<file path="config.mk">
export PLATFORM = sky130hd
export DESIGN_NAME = ripple_slot_allocator_flat
export DESIGN_NICKNAME = d
export VERILOG_FILES = /design/src/rtl/rsa_pkg.sv /design/src/rtl/rsa_req_if.sv /design/src/rtl/rsa_rsp_if.sv /design/src/rtl/ripple_slot_allocator.sv /design/src/flat_wrapper.sv
export SDC_FILE = /design/constraint.sdc
export NUM_CORES = 1
export LEC_CHECK = 0
export CORE_MARGIN = 1
export CORE_UTILIZATION = 58
export DETAILED_ROUTE_END_ITERATION = 16
export DONT_BUFFER_PORTS = 1
export PLACE_DENSITY = 0.78
export SKIP_CTS_REPAIR_TIMING = 1
export SLEW_MARGIN = 40
export SYNTH_ARGS = -nofsm -noshare
export SYNTH_HDL_FRONTEND = slang
export SYNTH_SLANG_ARGS = --single-unit
</file>
<file path="constraint.sdc">
create_clock -name clock -period 5.4 [get_ports clock]
set_input_delay 1.35 -clock clock [delete_from_list [all_inputs] [get_ports clock]]
set_output_delay 1.35 -clock clock [all_outputs]
set_load 0.05 [all_outputs]
</file>
<file path="src/rtl/rsa_pkg.sv">
// Shared types and constants for the ripple slot allocator.
`default_nettype none
package rsa_pkg;

   localparam int SLOTS = 4;
   localparam int IDX_W = (SLOTS > 1) ? $clog2(SLOTS) : 1;

   localparam int ID_W   = 32;
   localparam int TIME_W = 48;
   localparam int DUR_W  = 16;
   localparam int MASK_W = 4;
   localparam int SIDX_W = 2;

   localparam logic [DUR_W-1:0] DUR_MIN   = DUR_W'(500);
   localparam logic [DUR_W-1:0] DUR_RESET = DUR_W'(2000);

   localparam logic FUNC_ACTIVATE = 1'b0;
   localparam logic FUNC_TICK     = 1'b1;

   typedef enum logic [2:0] {
      STAT_ZERO   = 3'd0,
      STAT_DUP    = 3'd1,
      STAT_FREE   = 3'd2,
      STAT_OLDEST = 3'd3,
      STAT_TICK   = 3'd4
   } status_type;

   typedef enum logic [1:0] {
      ST_IDLE,
      ST_SCAN,
      ST_FINISH
   } state_type;

   typedef struct packed {
      logic              func;
      logic [ID_W-1:0]   event_id;
      logic [TIME_W-1:0] event_start_ms;
      logic [TIME_W-1:0] now_ms;
   } req_type;

   typedef struct packed {
      status_type        status;
      logic [SIDX_W-1:0] slot_index;
      logic [MASK_W-1:0] active_mask;
      logic [MASK_W-1:0] expired_mask;
   } rsp_type;

endpackage
`default_nettype wire

</file>
<file path="src/rtl/rsa_req_if.sv">
// Request channel interface.
`default_nettype none
interface rsa_req_if;
   import rsa_pkg::*;

   logic    valid;
   logic    ready;
   req_type payload;

   modport source (output valid, output payload, input ready);
   modport sink   (input valid, input payload, output ready);
endinterface
`default_nettype wire

</file>
<file path="src/rtl/rsa_rsp_if.sv">
// Response channel interface.
`default_nettype none
interface rsa_rsp_if;
   import rsa_pkg::*;

   logic    valid;
   logic    ready;
   rsp_type payload;

   modport source (output valid, output payload, input ready);
   modport sink   (input valid, input payload, output ready);
endinterface
`default_nettype wire

</file>
<file path="src/rtl/ripple_slot_allocator.sv">
// Slot allocator top level: slot table, walk sequencer and response register.
// Requests are accepted only in idle; a zero-id activate skips the slot walk and goes
//   straight to finish. One slot is visited per cycle by the shared compare unit, and the
//   response register frees the input side, though finish waits while a held response is unread.
// Reset: slot active bits and event ids clear, duration returns to 2000 ms, no clearing pass.
`default_nettype none
module ripple_slot_allocator (
   input  wire logic                      clock,
   input  wire logic                      reset,
   rsa_req_if.sink                        req_if,
   rsa_rsp_if.source                      rsp_if,
   input  wire logic                      csr_we,
   input  wire logic [rsa_pkg::DUR_W-1:0] csr_wdata
);
   import rsa_pkg::*;

   localparam logic [IDX_W-1:0] LAST_IDX = IDX_W'(SLOTS - 1);

   state_type state_ff, state_in;

   logic [DUR_W-1:0]  dur_ff, dur_in;
   logic [SLOTS-1:0]  act_ff, act_in;
   logic [ID_W-1:0]   ids_ff   [SLOTS];
   logic [TIME_W-1:0] starts_ff[SLOTS];

   logic [IDX_W-1:0]  idx_ff, idx_in;
   logic              func_ff, func_in;
   logic              zero_ff, zero_in;
   logic [ID_W-1:0]   id_ff, id_in;
   logic [TIME_W-1:0] start_ff, start_in;
   logic [TIME_W:0]   thresh_ff, thresh_in;
   logic              dup_ff, dup_in;
   logic              free_ff, free_in;
   logic [IDX_W-1:0]  free_idx_ff, free_idx_in;
   logic [TIME_W:0]   oldest_ff, oldest_in;
   logic [IDX_W-1:0]  old_idx_ff, old_idx_in;
   logic [SLOTS-1:0]  exp_ff, exp_in;

   logic              rsp_valid_ff, rsp_valid_in;
   rsp_type           rsp_ff, rsp_in;

   logic              accept, scan_en, out_free, commit;
   logic              s_act, id_hit, older, late;
   logic [ID_W-1:0]   s_id;
   logic [TIME_W-1:0] s_start;
   logic [DUR_W-1:0]  dur_eff;
   logic [IDX_W-1:0]  target;
   logic              do_write;
   logic [SLOTS-1:0]  act_next;
   status_type        status;

   assign out_free = !rsp_valid_ff || rsp_if.ready;
   assign accept   = req_if.valid && req_if.ready;

   // next state
   always_comb begin
      state_in = state_ff;
      unique case (state_ff)
         ST_IDLE: begin
            if (accept) begin
               if (req_if.payload.func == FUNC_ACTIVATE && req_if.payload.event_id == '0)
                  state_in = ST_FINISH;
               else
                  state_in = ST_SCAN;
            end
         end
         ST_SCAN: begin
            if (idx_ff == LAST_IDX) state_in = ST_FINISH;
         end
         ST_FINISH: begin
            if (out_free) state_in = ST_IDLE;
         end
         default: state_in = ST_IDLE;
      endcase
   end

   // state outputs
   always_comb begin
      req_if.ready = 1'b0;
      scan_en      = 1'b0;
      commit       = 1'b0;
      unique case (state_ff)
         ST_IDLE:   req_if.ready = 1'b1;
         ST_SCAN:   scan_en      = 1'b1;
         ST_FINISH: commit       = out_free;
         default: ;
      endcase
   end

   // shared compare unit on the slot under the walk pointer
   assign s_act   = act_ff[idx_ff];
   assign s_id    = ids_ff[idx_ff];
   assign s_start = starts_ff[idx_ff];
   assign id_hit  = (s_id == id_ff);
   assign older   = ({1'b0, s_start} < oldest_ff);
   // thresh = now - duration, so elapsed > duration reduces to thresh > start
   assign late    = ($signed(thresh_ff) > $signed({1'b0, s_start}));

   assign dur_eff = (dur_ff < DUR_MIN) ? DUR_MIN : dur_ff;

   assign target   = free_ff ? free_idx_ff : old_idx_ff;
   assign do_write = (func_ff == FUNC_ACTIVATE) && !zero_ff && !dup_ff;

   always_comb begin
      act_next = act_ff;
      if (do_write) act_next[target] = 1'b1;
   end

   always_comb begin
      if (func_ff == FUNC_TICK) status = STAT_TICK;
      else if (zero_ff)         status = STAT_ZERO;
      else if (dup_ff)          status = STAT_DUP;
      else if (free_ff)         status = STAT_FREE;
      else                      status = STAT_OLDEST;
   end

   always_comb begin
      dur_in       = csr_we ? csr_wdata : dur_ff;
      act_in       = act_ff;
      idx_in       = idx_ff;
      func_in      = func_ff;
      zero_in      = zero_ff;
      id_in        = id_ff;
      start_in     = start_ff;
      thresh_in    = thresh_ff;
      dup_in       = dup_ff;
      free_in      = free_ff;
      free_idx_in  = free_idx_ff;
      oldest_in    = oldest_ff;
      old_idx_in   = old_idx_ff;
      exp_in       = exp_ff;
      rsp_in       = rsp_ff;
      rsp_valid_in = rsp_if.ready ? 1'b0 : rsp_valid_ff;

      if (accept) begin
         idx_in      = '0;
         func_in     = req_if.payload.func;
         zero_in     = (req_if.payload.event_id == '0);
         id_in       = req_if.payload.event_id;
         start_in    = (req_if.payload.event_start_ms == '0) ?
                       req_if.payload.now_ms : req_if.payload.event_start_ms;
         thresh_in   = {1'b0, req_if.payload.now_ms} - (TIME_W+1)'(dur_eff);
         dup_in      = 1'b0;
         free_in     = 1'b0;
         free_idx_in = '0;
         oldest_in   = '1;
         old_idx_in  = '0;
         exp_in      = '0;
      end

      if (scan_en) begin
         idx_in = idx_ff + IDX_W'(1);
         if (func_ff == FUNC_TICK) begin
            if (s_act && late) begin
               exp_in[idx_ff] = 1'b1;
               act_in[idx_ff] = 1'b0;
            end
         end else begin
            if (id_hit) dup_in = 1'b1;
            if (!free_ff) begin
               if (!s_act) begin
                  free_in     = 1'b1;
                  free_idx_in = idx_ff;
               end else if (older) begin
                  oldest_in  = {1'b0, s_start};
                  old_idx_in = idx_ff;
               end
            end
         end
      end

      if (commit) begin
         act_in            = act_next;
         rsp_valid_in      = 1'b1;
         rsp_in.status     = status;
         rsp_in.slot_index = do_write ? SIDX_W'(target) : '0;
         rsp_in.active_mask  = '0;
         rsp_in.expired_mask = '0;
         for (int i = 0; i < MASK_W; i++) begin
            if (i < SLOTS) begin
               rsp_in.active_mask[i]  = act_next[i];
               rsp_in.expired_mask[i] = exp_ff[i];
            end
         end
      end
   end

   always_ff @(posedge clock) begin
      if (reset) begin
         state_ff     <= ST_IDLE;
         dur_ff       <= DUR_RESET;
         act_ff       <= '0;
         idx_ff       <= '0;
         rsp_valid_ff <= 1'b0;
      end else begin
         state_ff     <= state_in;
         dur_ff       <= dur_in;
         act_ff       <= act_in;
         idx_ff       <= idx_in;
         rsp_valid_ff <= rsp_valid_in;
      end
   end

   always_ff @(posedge clock) begin
      func_ff     <= func_in;
      zero_ff     <= zero_in;
      id_ff       <= id_in;
      start_ff    <= start_in;
      thresh_ff   <= thresh_in;
      dup_ff      <= dup_in;
      free_ff     <= free_in;
      free_idx_ff <= free_idx_in;
      oldest_ff   <= oldest_in;
      old_idx_ff  <= old_idx_in;
      exp_ff      <= exp_in;
      rsp_ff      <= rsp_in;
   end

   // slot payload table, written once per committed activate that is neither zero-id nor a duplicate
   // ids clear on reset since the duplicate check also looks at idle slots
   always_ff @(posedge clock) begin
      if (reset) begin
         for (int i = 0; i < SLOTS; i++) ids_ff[i] <= '0;
      end else if (commit && do_write) begin
         ids_ff[target]    <= id_ff;
         starts_ff[target] <= start_ff;
      end
   end

   assign rsp_if.valid   = rsp_valid_ff;
   assign rsp_if.payload = rsp_ff;

   a_tick_clears: assert property (@(posedge clock) disable iff (reset)
      rsp_valid_ff && rsp_ff.status == STAT_TICK |->
         (rsp_ff.expired_mask & rsp_ff.active_mask) == '0)
      else $error("expired slot still reported active");

   a_act_no_expire: assert property (@(posedge clock) disable iff (reset)
      rsp_valid_ff && rsp_ff.status != STAT_TICK |-> rsp_ff.expired_mask == '0)
      else $error("activate reported expired slots");

   a_write_active: assert property (@(posedge clock) disable iff (reset)
      rsp_valid_ff && (rsp_ff.status == STAT_FREE || rsp_ff.status == STAT_OLDEST) |->
         rsp_ff.active_mask[rsp_ff.slot_index])
      else $error("written slot not active");

   a_oldest_full: assert property (@(posedge clock) disable iff (reset)
      commit && status == STAT_OLDEST |-> act_ff == '1)
      else $error("replacement while a slot was free");

   a_busy_no_ready: assert property (@(posedge clock) disable iff (reset)
      state_ff == ST_SCAN |=> !accept)
      else $error("request accepted during slot walk");

endmodule
`default_nettype wire
</file>
<file path="src/flat_wrapper.sv">
// flat-port wrapper written by rule: the top's interface ports become plain ports
module ripple_slot_allocator_flat import rsa_pkg::*;
  (clock, reset, csr_we, csr_wdata, req_if_valid, req_if_payload, req_if_ready, rsp_if_valid, rsp_if_payload, rsp_if_ready);
  rsa_req_if req_if_i ();
  rsa_rsp_if rsp_if_i ();
  input  wire logic clock;
  input  wire logic reset;
  input  wire logic csr_we;
  input  wire logic [rsa_pkg::DUR_W-1:0] csr_wdata;
  input wire logic [$bits(req_if_i.valid)-1:0] req_if_valid;
  input wire logic [$bits(req_if_i.payload)-1:0] req_if_payload;
  output wire logic [$bits(req_if_i.ready)-1:0] req_if_ready;
  output wire logic [$bits(rsp_if_i.valid)-1:0] rsp_if_valid;
  output wire logic [$bits(rsp_if_i.payload)-1:0] rsp_if_payload;
  input wire logic [$bits(rsp_if_i.ready)-1:0] rsp_if_ready;
  assign req_if_i.valid = req_if_valid;
  assign req_if_i.payload = req_if_payload;
  assign req_if_ready = req_if_i.ready;
  assign rsp_if_valid = rsp_if_i.valid;
  assign rsp_if_payload = rsp_if_i.payload;
  assign rsp_if_i.ready = rsp_if_ready;
  ripple_slot_allocator u_core (.clock(clock), .reset(reset), .req_if(req_if_i), .rsp_if(rsp_if_i), .csr_we(csr_we), .csr_wdata(csr_wdata));
endmodule
</file>
==> flow_summary.toml, run 1 <==
[sta]
setup_tns_ns = 0
hold_viol = 0
tightest_slew_ns = 0.817
fin_crit_sh = 0.767
fin_skew_ns = 0.0367
fmax_mhz = 241
rsz0062_at_grt = "no"
report.final.slew_viol_count = 0
fin_crit_ns = 4.14
maxSlewHeadroom = 0.448
setup_viol = 0

[logic_synthesis]
synthCells = 1735
synth-edff-count = 464
async_reset_ff_frac = 0
muxShareOfSynthArea = 0.101
synth_nets = 2001
yosys.cell_types.count = 62
synth-seq-area-share = 0.631
ys_top_cells_by_area = "edfxtp_1, mux4_2, dfxtp_1"
netlist_area_um2 = 24800
synth_compound_area_frac = 0.0541
synth_most_common_cell = "edfxtp_1"
yosysTopAreaCell = "edfxtp_1"
yosys_register_bits = 550
synth_common_cells = "edfxtp_1, nor2_1, inv_1"
synthXorXnorAreaFrac = 0.0268
synth_top_cell_area_share = 0.562
ys.warnings.count = 0
synth_top_family_by_area = "multiplexers"
synth_flop_cell = "edfxtp_1"
synthSimpleGateAreaFrac = 0.0984
avgSynthCellArea_um2 = 14.3
synthAdderAreaFrac = 0.0588

[final_layout]
finalNetCount = 2028
final_layout_size_suffix_gt1_frac = 0.121
finalNonFillerCells = 2346
syn_to_final_growth_pct = 10.4
diodes = 0

[outcome]
outcome = "finished clean"

[clocking]
htreeDepth = 2
clk_pin_slew_ns = 0.06
numCtsBuffers = 53
cts_sinks = 550
cts_root_buf = "clkbuf_16"
cts_tree = "done"
cts_max_path_buffers = 3
clk-insertion-delay-late_ns = 0.62

[floorplanning]
floorplan.rows = 75
fp.coreArea_um2 = 42000
num_io_pins = 165
die_area_um2 = 43600
fp.dieW_um = 209
start_util = 0.590
die_y_um = 209

[drt]
finalWirelength_mm = 57.6
drc = 0
vias_per_cell = 6.24
drtIter0Drc = 1401
avgRoutedWirePerCell_um = 24.6
drtAntennaViolNets = 0
dr.pass1.iters = 6
vias = 14600

[worst_setup_path]
cp_common_cell = "o21ai_0"
critPathKind = "reg2reg"
reg2regPathDepth = 12
max_stage_delay_ns = 0.65
critPathTopFamily = "compound AO/OA/AOI/OAI gates"
critPathMaxFanout = 22
worstPathRequired_ns = 5.89
worstSetupEndpointType = "register"
start_kind = "register"
r2r_setup_slack_ns = 1.26
slowest_stage = "dfxtp_4"
crit_buf_inv = 3
crit_chain = "buf_12 -> buf_4 -> mux4_2 -> inv_1 -> ha_1 -> a21oi_1 -> o21ai_0 -> a221oi_1 -> o21ai_0 -> a211oi_1 -> o21ai_1 -> a32o_1"
r2r_end = "u_core.exp_ff[0]"
worstPathArrival_ns = 4.64

[global_routing]
grt_pass1_vias = 14900
global_route.overflow_total = 0
grt_use_total = 0.269
grt_max_degree = 80
grt_pass1_wl_mm = 87.8
antenna_found_initial = 1

[pwr]
power_frac_seq = 0.528
power_density_nw_per_um2 = 334
ir_worst_vdd_mv = 0.257
cellLeakagePower_nw = 10.4
p_sw_frac = 0.220
internal_power_mw = 7.14
p_switching_mw = 2.01
pwr-share-comb = 0.062
power.clock.fraction = 0.410

[job]
maxCapViolCount = 0

[placement]
place_congestion = 0.897
dp_hpwl_mm = 38.9
numPortBuffers = 0
dp_cells = 2245

[hold_path]
holdCritStartpoint = "u_core.exp_ff[3]"
hold_class = "reg2reg"
hold_path_depth = 0
holdPathEnd = "u_core.rsp_if.payload[3]"
## area by class of cell
| cell class | instances | area (um^2) |
|---|---|---|
| tap | 539 | 674 |
| timing repair buffer | 33 | 320 |
| multi-input combinational | 998 | 8490 |
| sequential | 550 | 15700 |
| inverter | 126 | 478 |
| clock inverter | 30 | 279 |
| clock buffer | 70 | 1470 |
| fill | 2903 | 14700 |
## cells by family after synthesis
group | count (synthesis)
multiplexers | 148
XOR/XNOR | 76
AND/OR/NAND/NOR | 462
adder cells (fa/ha/maj) | 116
AO/OA/AOI/OAI | 196
flip-flops | 550
buffers and inverters | 187
## sequential cells by signal, indices dropped and copies added, names as in the netlist, named ones only
name and flops:
u_core.act_ff 4, u_core.dup_ff 1, u_core.dur_ff 16, u_core.exp_ff 4, u_core.free_ff 1, u_core.free_idx_ff 2, u_core.func_ff 1, u_core.id_ff 32
u_core.ids_ff 128, u_core.idx_ff 2, u_core.old_idx_ff 2, u_core.oldest_ff 49, u_core.rsp_if.payload 13, u_core.rsp_if.valid 1, u_core.start_ff 48, u_core.starts_ff 192
u_core.state_ff 2, u_core.thresh_ff 49, u_core.zero_ff 1
## through the flow
stage | total power [mW] | worst slack [ns] | util | area, um^2 | hold WS [ns]
4_1_cts | 9.18 | 1.23 | 0.651 | 27400 | 0.446
3_3_place_gp | 5.45 | 1.23 | 0.608 | 25500 | 0.419
6_report | 9.15 | 1.26 | 0.651 | 27400 | 0.430
2_1_floorplan | 5.31 | 0.255 | - | 24800 | 0.409
3_5_place_dp | 5.47 | 1.24 | 0.609 | 25600 | 0.426
5_1_grt | 9.40 | 0.943 | 0.651 | 27400 | 0.452
## how the worst max path moves through the flow
stage / start / to / slack (ns) / cells after the start
after global routing: register / u_core.exp_ff[0] / 0.94 / 13
after global placement: req_if_payload[15] / u_core.thresh_ff[36] / 1.23 / 6
after CTS: register / u_core.oldest_ff[41] / 1.23 / 12
final: register / u_core.exp_ff[0] / 1.26 / 12
after detailed placement: register / u_core.oldest_ff[33] / 1.24 / 12
after floorplan: rsp_if_ready / u_core.ids_ff[0][0] / 0.26 / 4
## routing by layer
metal	routed length, um	track usage
met3	4610	0.0540
met1	23100	0.358
met4	1870	0.102
met2	28000	0.438
met5	14	0
## power by group through the flow
stage,combinational (mW),clock [mW],sequential (mW)
5_1_grt,0.616,3.94,4.84
4_1_cts,0.560,3.79,4.83
6_report,0.565,3.75,4.83
3_5_place_dp,0.555,0,4.92
3_3_place_gp,0.537,0,4.91
2_1_floorplan,0.432,0,4.87
## worst reg2reg max path: stages, from the launching register on
cell,delay (ns)
dfxtp_4,0.65
buf_12,0.29
buf_4,0.28
mux4_2,0.56
inv_1,0.10
ha_1,0.26
a21oi_1,0.13
o21ai_0,0.12
a221oi_1,0.40
o21ai_0,0.27
a211oi_1,0.35
o21ai_1,0.26
a32o_1,0.35
## cell usage in the layout, fill, tap and decap left out, types with 18 or more instances in the layout
| cell | Yosys | routed |
|---|---|---|
| ha_1 | 115 | 115 |
| mux4_2 | 81 | 81 |
| buf_4 | 5 | 27 |
| xnor2_1 | 58 | 58 |
| o21ai_0 | 27 | 24 |
| edfxtp_1 | 464 | 464 |
| a21o_1 | 67 | 67 |
| clkbuf_16 | 0 | 55 |
| nand4_1 | 23 | 23 |
| nand2_1 | 60 | 60 |
| a21oi_1 | 35 | 35 |
| dfxtp_1 | 86 | 84 |
| xor2_1 | 18 | 18 |
| inv_1 | 124 | 124 |
| nor2_1 | 126 | 121 |
| nor3_1 | 20 | 19 |
| mux2i_1 | 66 | 66 |
| nand3_1 | 25 | 25 |
| and2_1 | 109 | 109 |
| nor4_1 | 39 | 37 |
No activity file was read; power rests on OpenSTA's default activity.
==> inputs of run 2 (changes only) <==
CORE_UTILIZATION = 60   (was 58)
clock period = 3.85 ns   (was 5.4 ns; I/O delays follow)
==> flow_summary.toml, run 2 (same netlist as run 1, synthesis figures left out) <==
[outcome]
outcome = "finished clean"

[global_routing]
grt_use_total = 0.270
grt_util_met2 = 0.434
grt_pass1_vias = 14500
grt_max_degree = 71
top_usage_layer = "met2"
antenna_found_initial = 0
grt_use_met1 = 0.379
use_met3 = 0.0494
grt_pass1_wl_mm = 84.1
global_route.overflow_total = 0

[floorplanning]
die_area_um2 = 42200
die_y_um = 205
num_io_pins = 165
fp.dieW_um = 205
start_util = 0.607
fp.coreArea_um2 = 40800
floorplan.rows = 74

[pwr]
p_sw_frac = 0.215
power_frac_seq = 0.518
internal_power_mw = 10.2
pwr-share-comb = 0.063
p_switching_mw = 2.80
cellLeakagePower_nw = 10.5
ir_worst_vdd_mv = 0.292
power.clock.fraction = 0.419
power_density_nw_per_um2 = 473

[final_layout]
final_layout_size_suffix_gt1_frac = 0.127
diodes = 0
final_cell_mix = "edfxtp_1, inv_1, nor2_1"
top_regs = "u_core.starts_ff: 192 flops, u_core.ids_ff: 128 flops"
finalNetCount = 2041
multiInputGateArea_um2 = 8470
top_register = "u_core.starts_ff"
syn_to_final_growth_pct = 11.1
regArea_um2 = 15700
layout.cells.most_common = "edfxtp_1"
nFillCells = 2689
largest_reg_flops = 192

[drt]
finalWirelength_mm = 55.8
vias = 14600
avgRoutedWirePerCell_um = 23.7
vias_per_cell = 6.19
drtAntennaViolNets = 0
dr.pass1.iters = 6
drc = 0
drtIter0Drc = 1172

[sta]
fmax_mhz = 275
hold_slack_ns = 0.450
hold_viol = 0
fin_crit_sh = 0.945
fin_crit_ns = 3.64
finalWorstSetupSlack_ns = 0.210
maxSlewHeadroom = 0.428
tightest_slew_ns = 0.849
rsz0062_at_grt = "no"
fin_skew_ns = 0.0158
report.final.slew_viol_count = 0
setup_viol = 0

[clocking]
htreeDepth = 2
cts_max_path_buffers = 3
numCtsBuffers = 54
clk_pin_slew_ns = 0.06
cts_tree = "done"
cts_sinks = 550
cts_root_buf = "clkbuf_16"
clk-insertion-delay-late_ns = 0.60

[worst_setup_path]
cp_common_cell = "buf_4"
start_kind = "register"
critPathKind = "reg2reg"
critPathMaxFanout = 27
worstPathRequired_ns = 4.29
worstSetupEndpointType = "register"
slowest_stage = "mux4_2"
critPathTopFamily = "buffers and inverters"
worstPathArrival_ns = 4.08
crit_buf_inv = 4
max_stage_delay_ns = 0.56
crit_chain = "buf_12 -> buf_4 -> mux4_2 -> inv_1 -> ha_1 -> and4_1 -> nand2_1 -> nor4_1 -> buf_4 -> a211oi_1 -> o21ai_1 -> a311oi_1"
r2r_setup_slack_ns = 0.21

[hold_path]
hold_class = "in2reg"

[placement]
place_congestion = 0.890
numPortBuffers = 0
dp_slack_ns = 0.184
dp_hpwl_mm = 37.8

[job]
maxCapViolCount = 0
-- run 2: final cells by class --
type / count / share of cell area
multi-input combinational: 998 / 0.307
inverter: 126 / 0.0173
clock buffer: 68 / 0.0536
clock inverter: 34 / 0.0135
sequential: 550 / 0.568
tap: 532 / 0.0242
timing repair buffer: 45 / 0.0159
-- run 2: power by group through the flow --
stage / Sequential [mW] / Combinational, mW / Clock (mW)
after global placement: 6.87 / 0.792 / 0
after global routing: 6.77 / 0.901 / 5.75
final: 6.76 / 0.821 / 5.46
after detailed placement: 6.88 / 0.807 / 0
after CTS: 6.76 / 0.821 / 5.52
after floorplan: 6.84 / 0.607 / 0
-- run 2: worst paths after layout --
path                                        from                        to  depth (start not counted)
worst max-delay path                    register          u_core.act_ff[0]                         12
worst min-delay path                       reset         u_core.dur_ff[12]                          1
worst max register to register          register          u_core.act_ff[0]                         12
worst min register to register  u_core.exp_ff[3]  u_core.rsp_if.payload[3]                          0
-- run 2: routing by layer --
| layer | wire length, um | up-vias |
|---|---|---|
| met5 | 0 | - |
| met4 | 1080 | 0 |
| met3 | 4160 | 66 |
| met2 | 27100 | 547 |
| met1 | 23500 | 7366 |
| li1 | - | 6584 |
-- run 2: worst reg2reg max path, cell delays in order, from the launching register on --
cell and delay (ns):
dfxtp_4 0.37, buf_12 0.26, buf_4 0.25, mux4_2 0.56, inv_1 0.11, ha_1 0.17
and4_1 0.22, nand2_1 0.10, nor4_1 0.49, buf_4 0.20, a211oi_1 0.06, o21ai_1 0.50
a311oi_1 0.19
-- run 2: metrics by stage --
stage	std cells	cell area, um^2	setup TNS (ns)	utilization	total power, mW
CTS	2353	27600	0	0.675	13.1
floorplan	1735	24800	-87.09	-	7.44
finish	2353	27600	0	0.675	13.0
detailed placement	2251	25700	0	0.630	7.69
global route	2353	27600	0	0.675	13.4
global placement	2251	25700	0	0.630	7.66
==> inputs of run 3 (changes only) <==
CORE_UTILIZATION = 25   (was 60)
PLACE_DENSITY = 0.4   (was 0.78)
==> flow_summary.toml, run 3 (same netlist as run 1, synthesis figures left out) <==
[clocking]
cts_root_buf = "clkbuf_16"
cts_max_path_buffers = 3
clk-insertion-delay-late_ns = 0.62
clk_pin_slew_ns = 0.06
cts_tree = "done"
numCtsBuffers = 67
cts_sinks = 550
htreeDepth = 3

[placement]
numPortBuffers = 0
dp_cells = 3021
place_congestion = 0.791
dp_hpwl_mm = 49.4

[job]
maxCapViolCount = 0

[global_routing]
grt_use_met1 = 0.186
grt_pass1_wl_mm = 103
top_usage_layer = "met2"
grt_use_total = 0.142
use_met3 = 0.0344
grt_max_degree = 50
grt_pass1_vias = 14900
grt_util_met2 = 0.232
antenna_found_initial = 7
global_route.overflow_total = 0

[outcome]
outcome = "finished clean"

[worst_setup_path]
worstSetupEndpointType = "register"
r2r_setup_slack_ns = 0.24
r2r_end = "u_core.oldest_ff[1]"
critPathMaxFanout = 17
reg2regPathDepth = 12
critPathKind = "reg2reg"
worstPathArrival_ns = 4.14
start_kind = "register"
worstPathRequired_ns = 4.38

[drt]
vias_per_cell = 4.53
drtAntennaViolNets = 0
vias = 14200
drtIter0Drc = 767
avgRoutedWirePerCell_um = 22.6
drc = 0
finalWirelength_mm = 71.0
dr.pass1.iters = 4

[floorplanning]
fp.dieW_um = 317
fp.coreArea_um2 = 98300
floorplan.rows = 115
die_area_um2 = 100000
num_io_pins = 165
die_y_um = 317
start_util = 0.252

[pwr]
power_mw = 13.9
power_density_nw_per_um2 = 479
ir_worst_vdd_mv = 0.265
cellLeakagePower_nw = 10.7

[sta]
fmax_mhz = 277
report.final.slew_viol_count = 0
hold_viol = 0
tightest_slew_ns = 0.739
maxSlewHeadroom = 0.508
fin_crit_sh = 0.937
setup_viol = 0
fin_skew_ns = 0.0319
fin_crit_ns = 3.61
rsz0062_at_grt = "no"

[hold_path]
holdCritStartpoint = "req_if_payload[124]"
holdPathEnd = "u_core.id_ff[28]"
hold_class = "in2reg"
hold_path_depth = 0

[final_layout]
finalNonFillerCells = 3145
layout.cells.most_common = "edfxtp_1"
top_register = "u_core.starts_ff"
largest_reg_flops = 192
top_regs = "u_core.starts_ff: 192 flops, u_core.ids_ff: 128 flops"
final_cell_mix = "edfxtp_1, inv_1, nor2_1"
final_layout_size_suffix_gt1_frac = 0.140
syn_to_final_growth_pct = 17.2
finalNetCount = 2069
## run 3: final cells by class
type	instances	area, um^2
inverter	126	478
timing repair buffer	60	676
fill	9804	69200
sequential	550	15700
clock inverter	38	405
antenna	3	7.51
clock buffer	83	1770
tap	1287	1610
multi-input combinational	998	8470
## run 3: power breakdown
| group | switching [mW] | internal (mW) |
|---|---|---|
| sequential | 0.108 | 6.64 |
| clock | 2.57 | 3.75 |
| combinational | 0.489 | 0.364 |
## run 3: metal layers
| metal | vias to the layer above | wire [um] |
|---|---|---|
| met2 | 228 | 33800 |
| met1 | 7259 | 32500 |
| li1 | 6649 | - |
| met4 | 12 | 1260 |
| met3 | 87 | 3340 |
| met5 | - | 83 |
## run 3: through the flow
stage / hold slack [ns] / worst slack (ns) / setup TNS [ns] / area, um^2 / util
3_5_place_dp: 0.451 / 0.137 / 0 / 26900 / 0.274
2_1_floorplan: 0.409 / -0.907 / -87.09 / 24800 / -
3_3_place_gp: 0.449 / 0.133 / 0 / 26900 / 0.274
6_report: 0.434 / 0.244 / 0 / 29100 / 0.296
4_1_cts: 0.382 / 0.105 / 0 / 29100 / 0.296
5_1_grt: 0.398 / 0.0137 / 0 / 29100 / 0.296
## run 3: how the worst max path moves through the flow
stage	endpoint	cells after the start
2_1_floorplan	u_core.ids_ff[0][0]	4
3_3_place_gp	u_core.oldest_ff[0]	11
3_5_place_dp	u_core.oldest_ff[1]	12
4_1_cts	u_core.oldest_ff[1]	12
5_1_grt	u_core.act_ff[0]	13
6_report	u_core.oldest_ff[1]	12
## run 3: critical path, stage by stage (launching register included)
cell and delay (ns):
dfxtp_4 0.39, buf_12 0.19, mux4_2 0.56, ha_1 0.30, a21oi_1 0.15, o21ai_0 0.20, a221oi_2 0.40, a31oi_1 0.15
or3_1 0.37, a31oi_4 0.24, buf_12 0.17, buf_4 0.16, mux2i_1 0.20
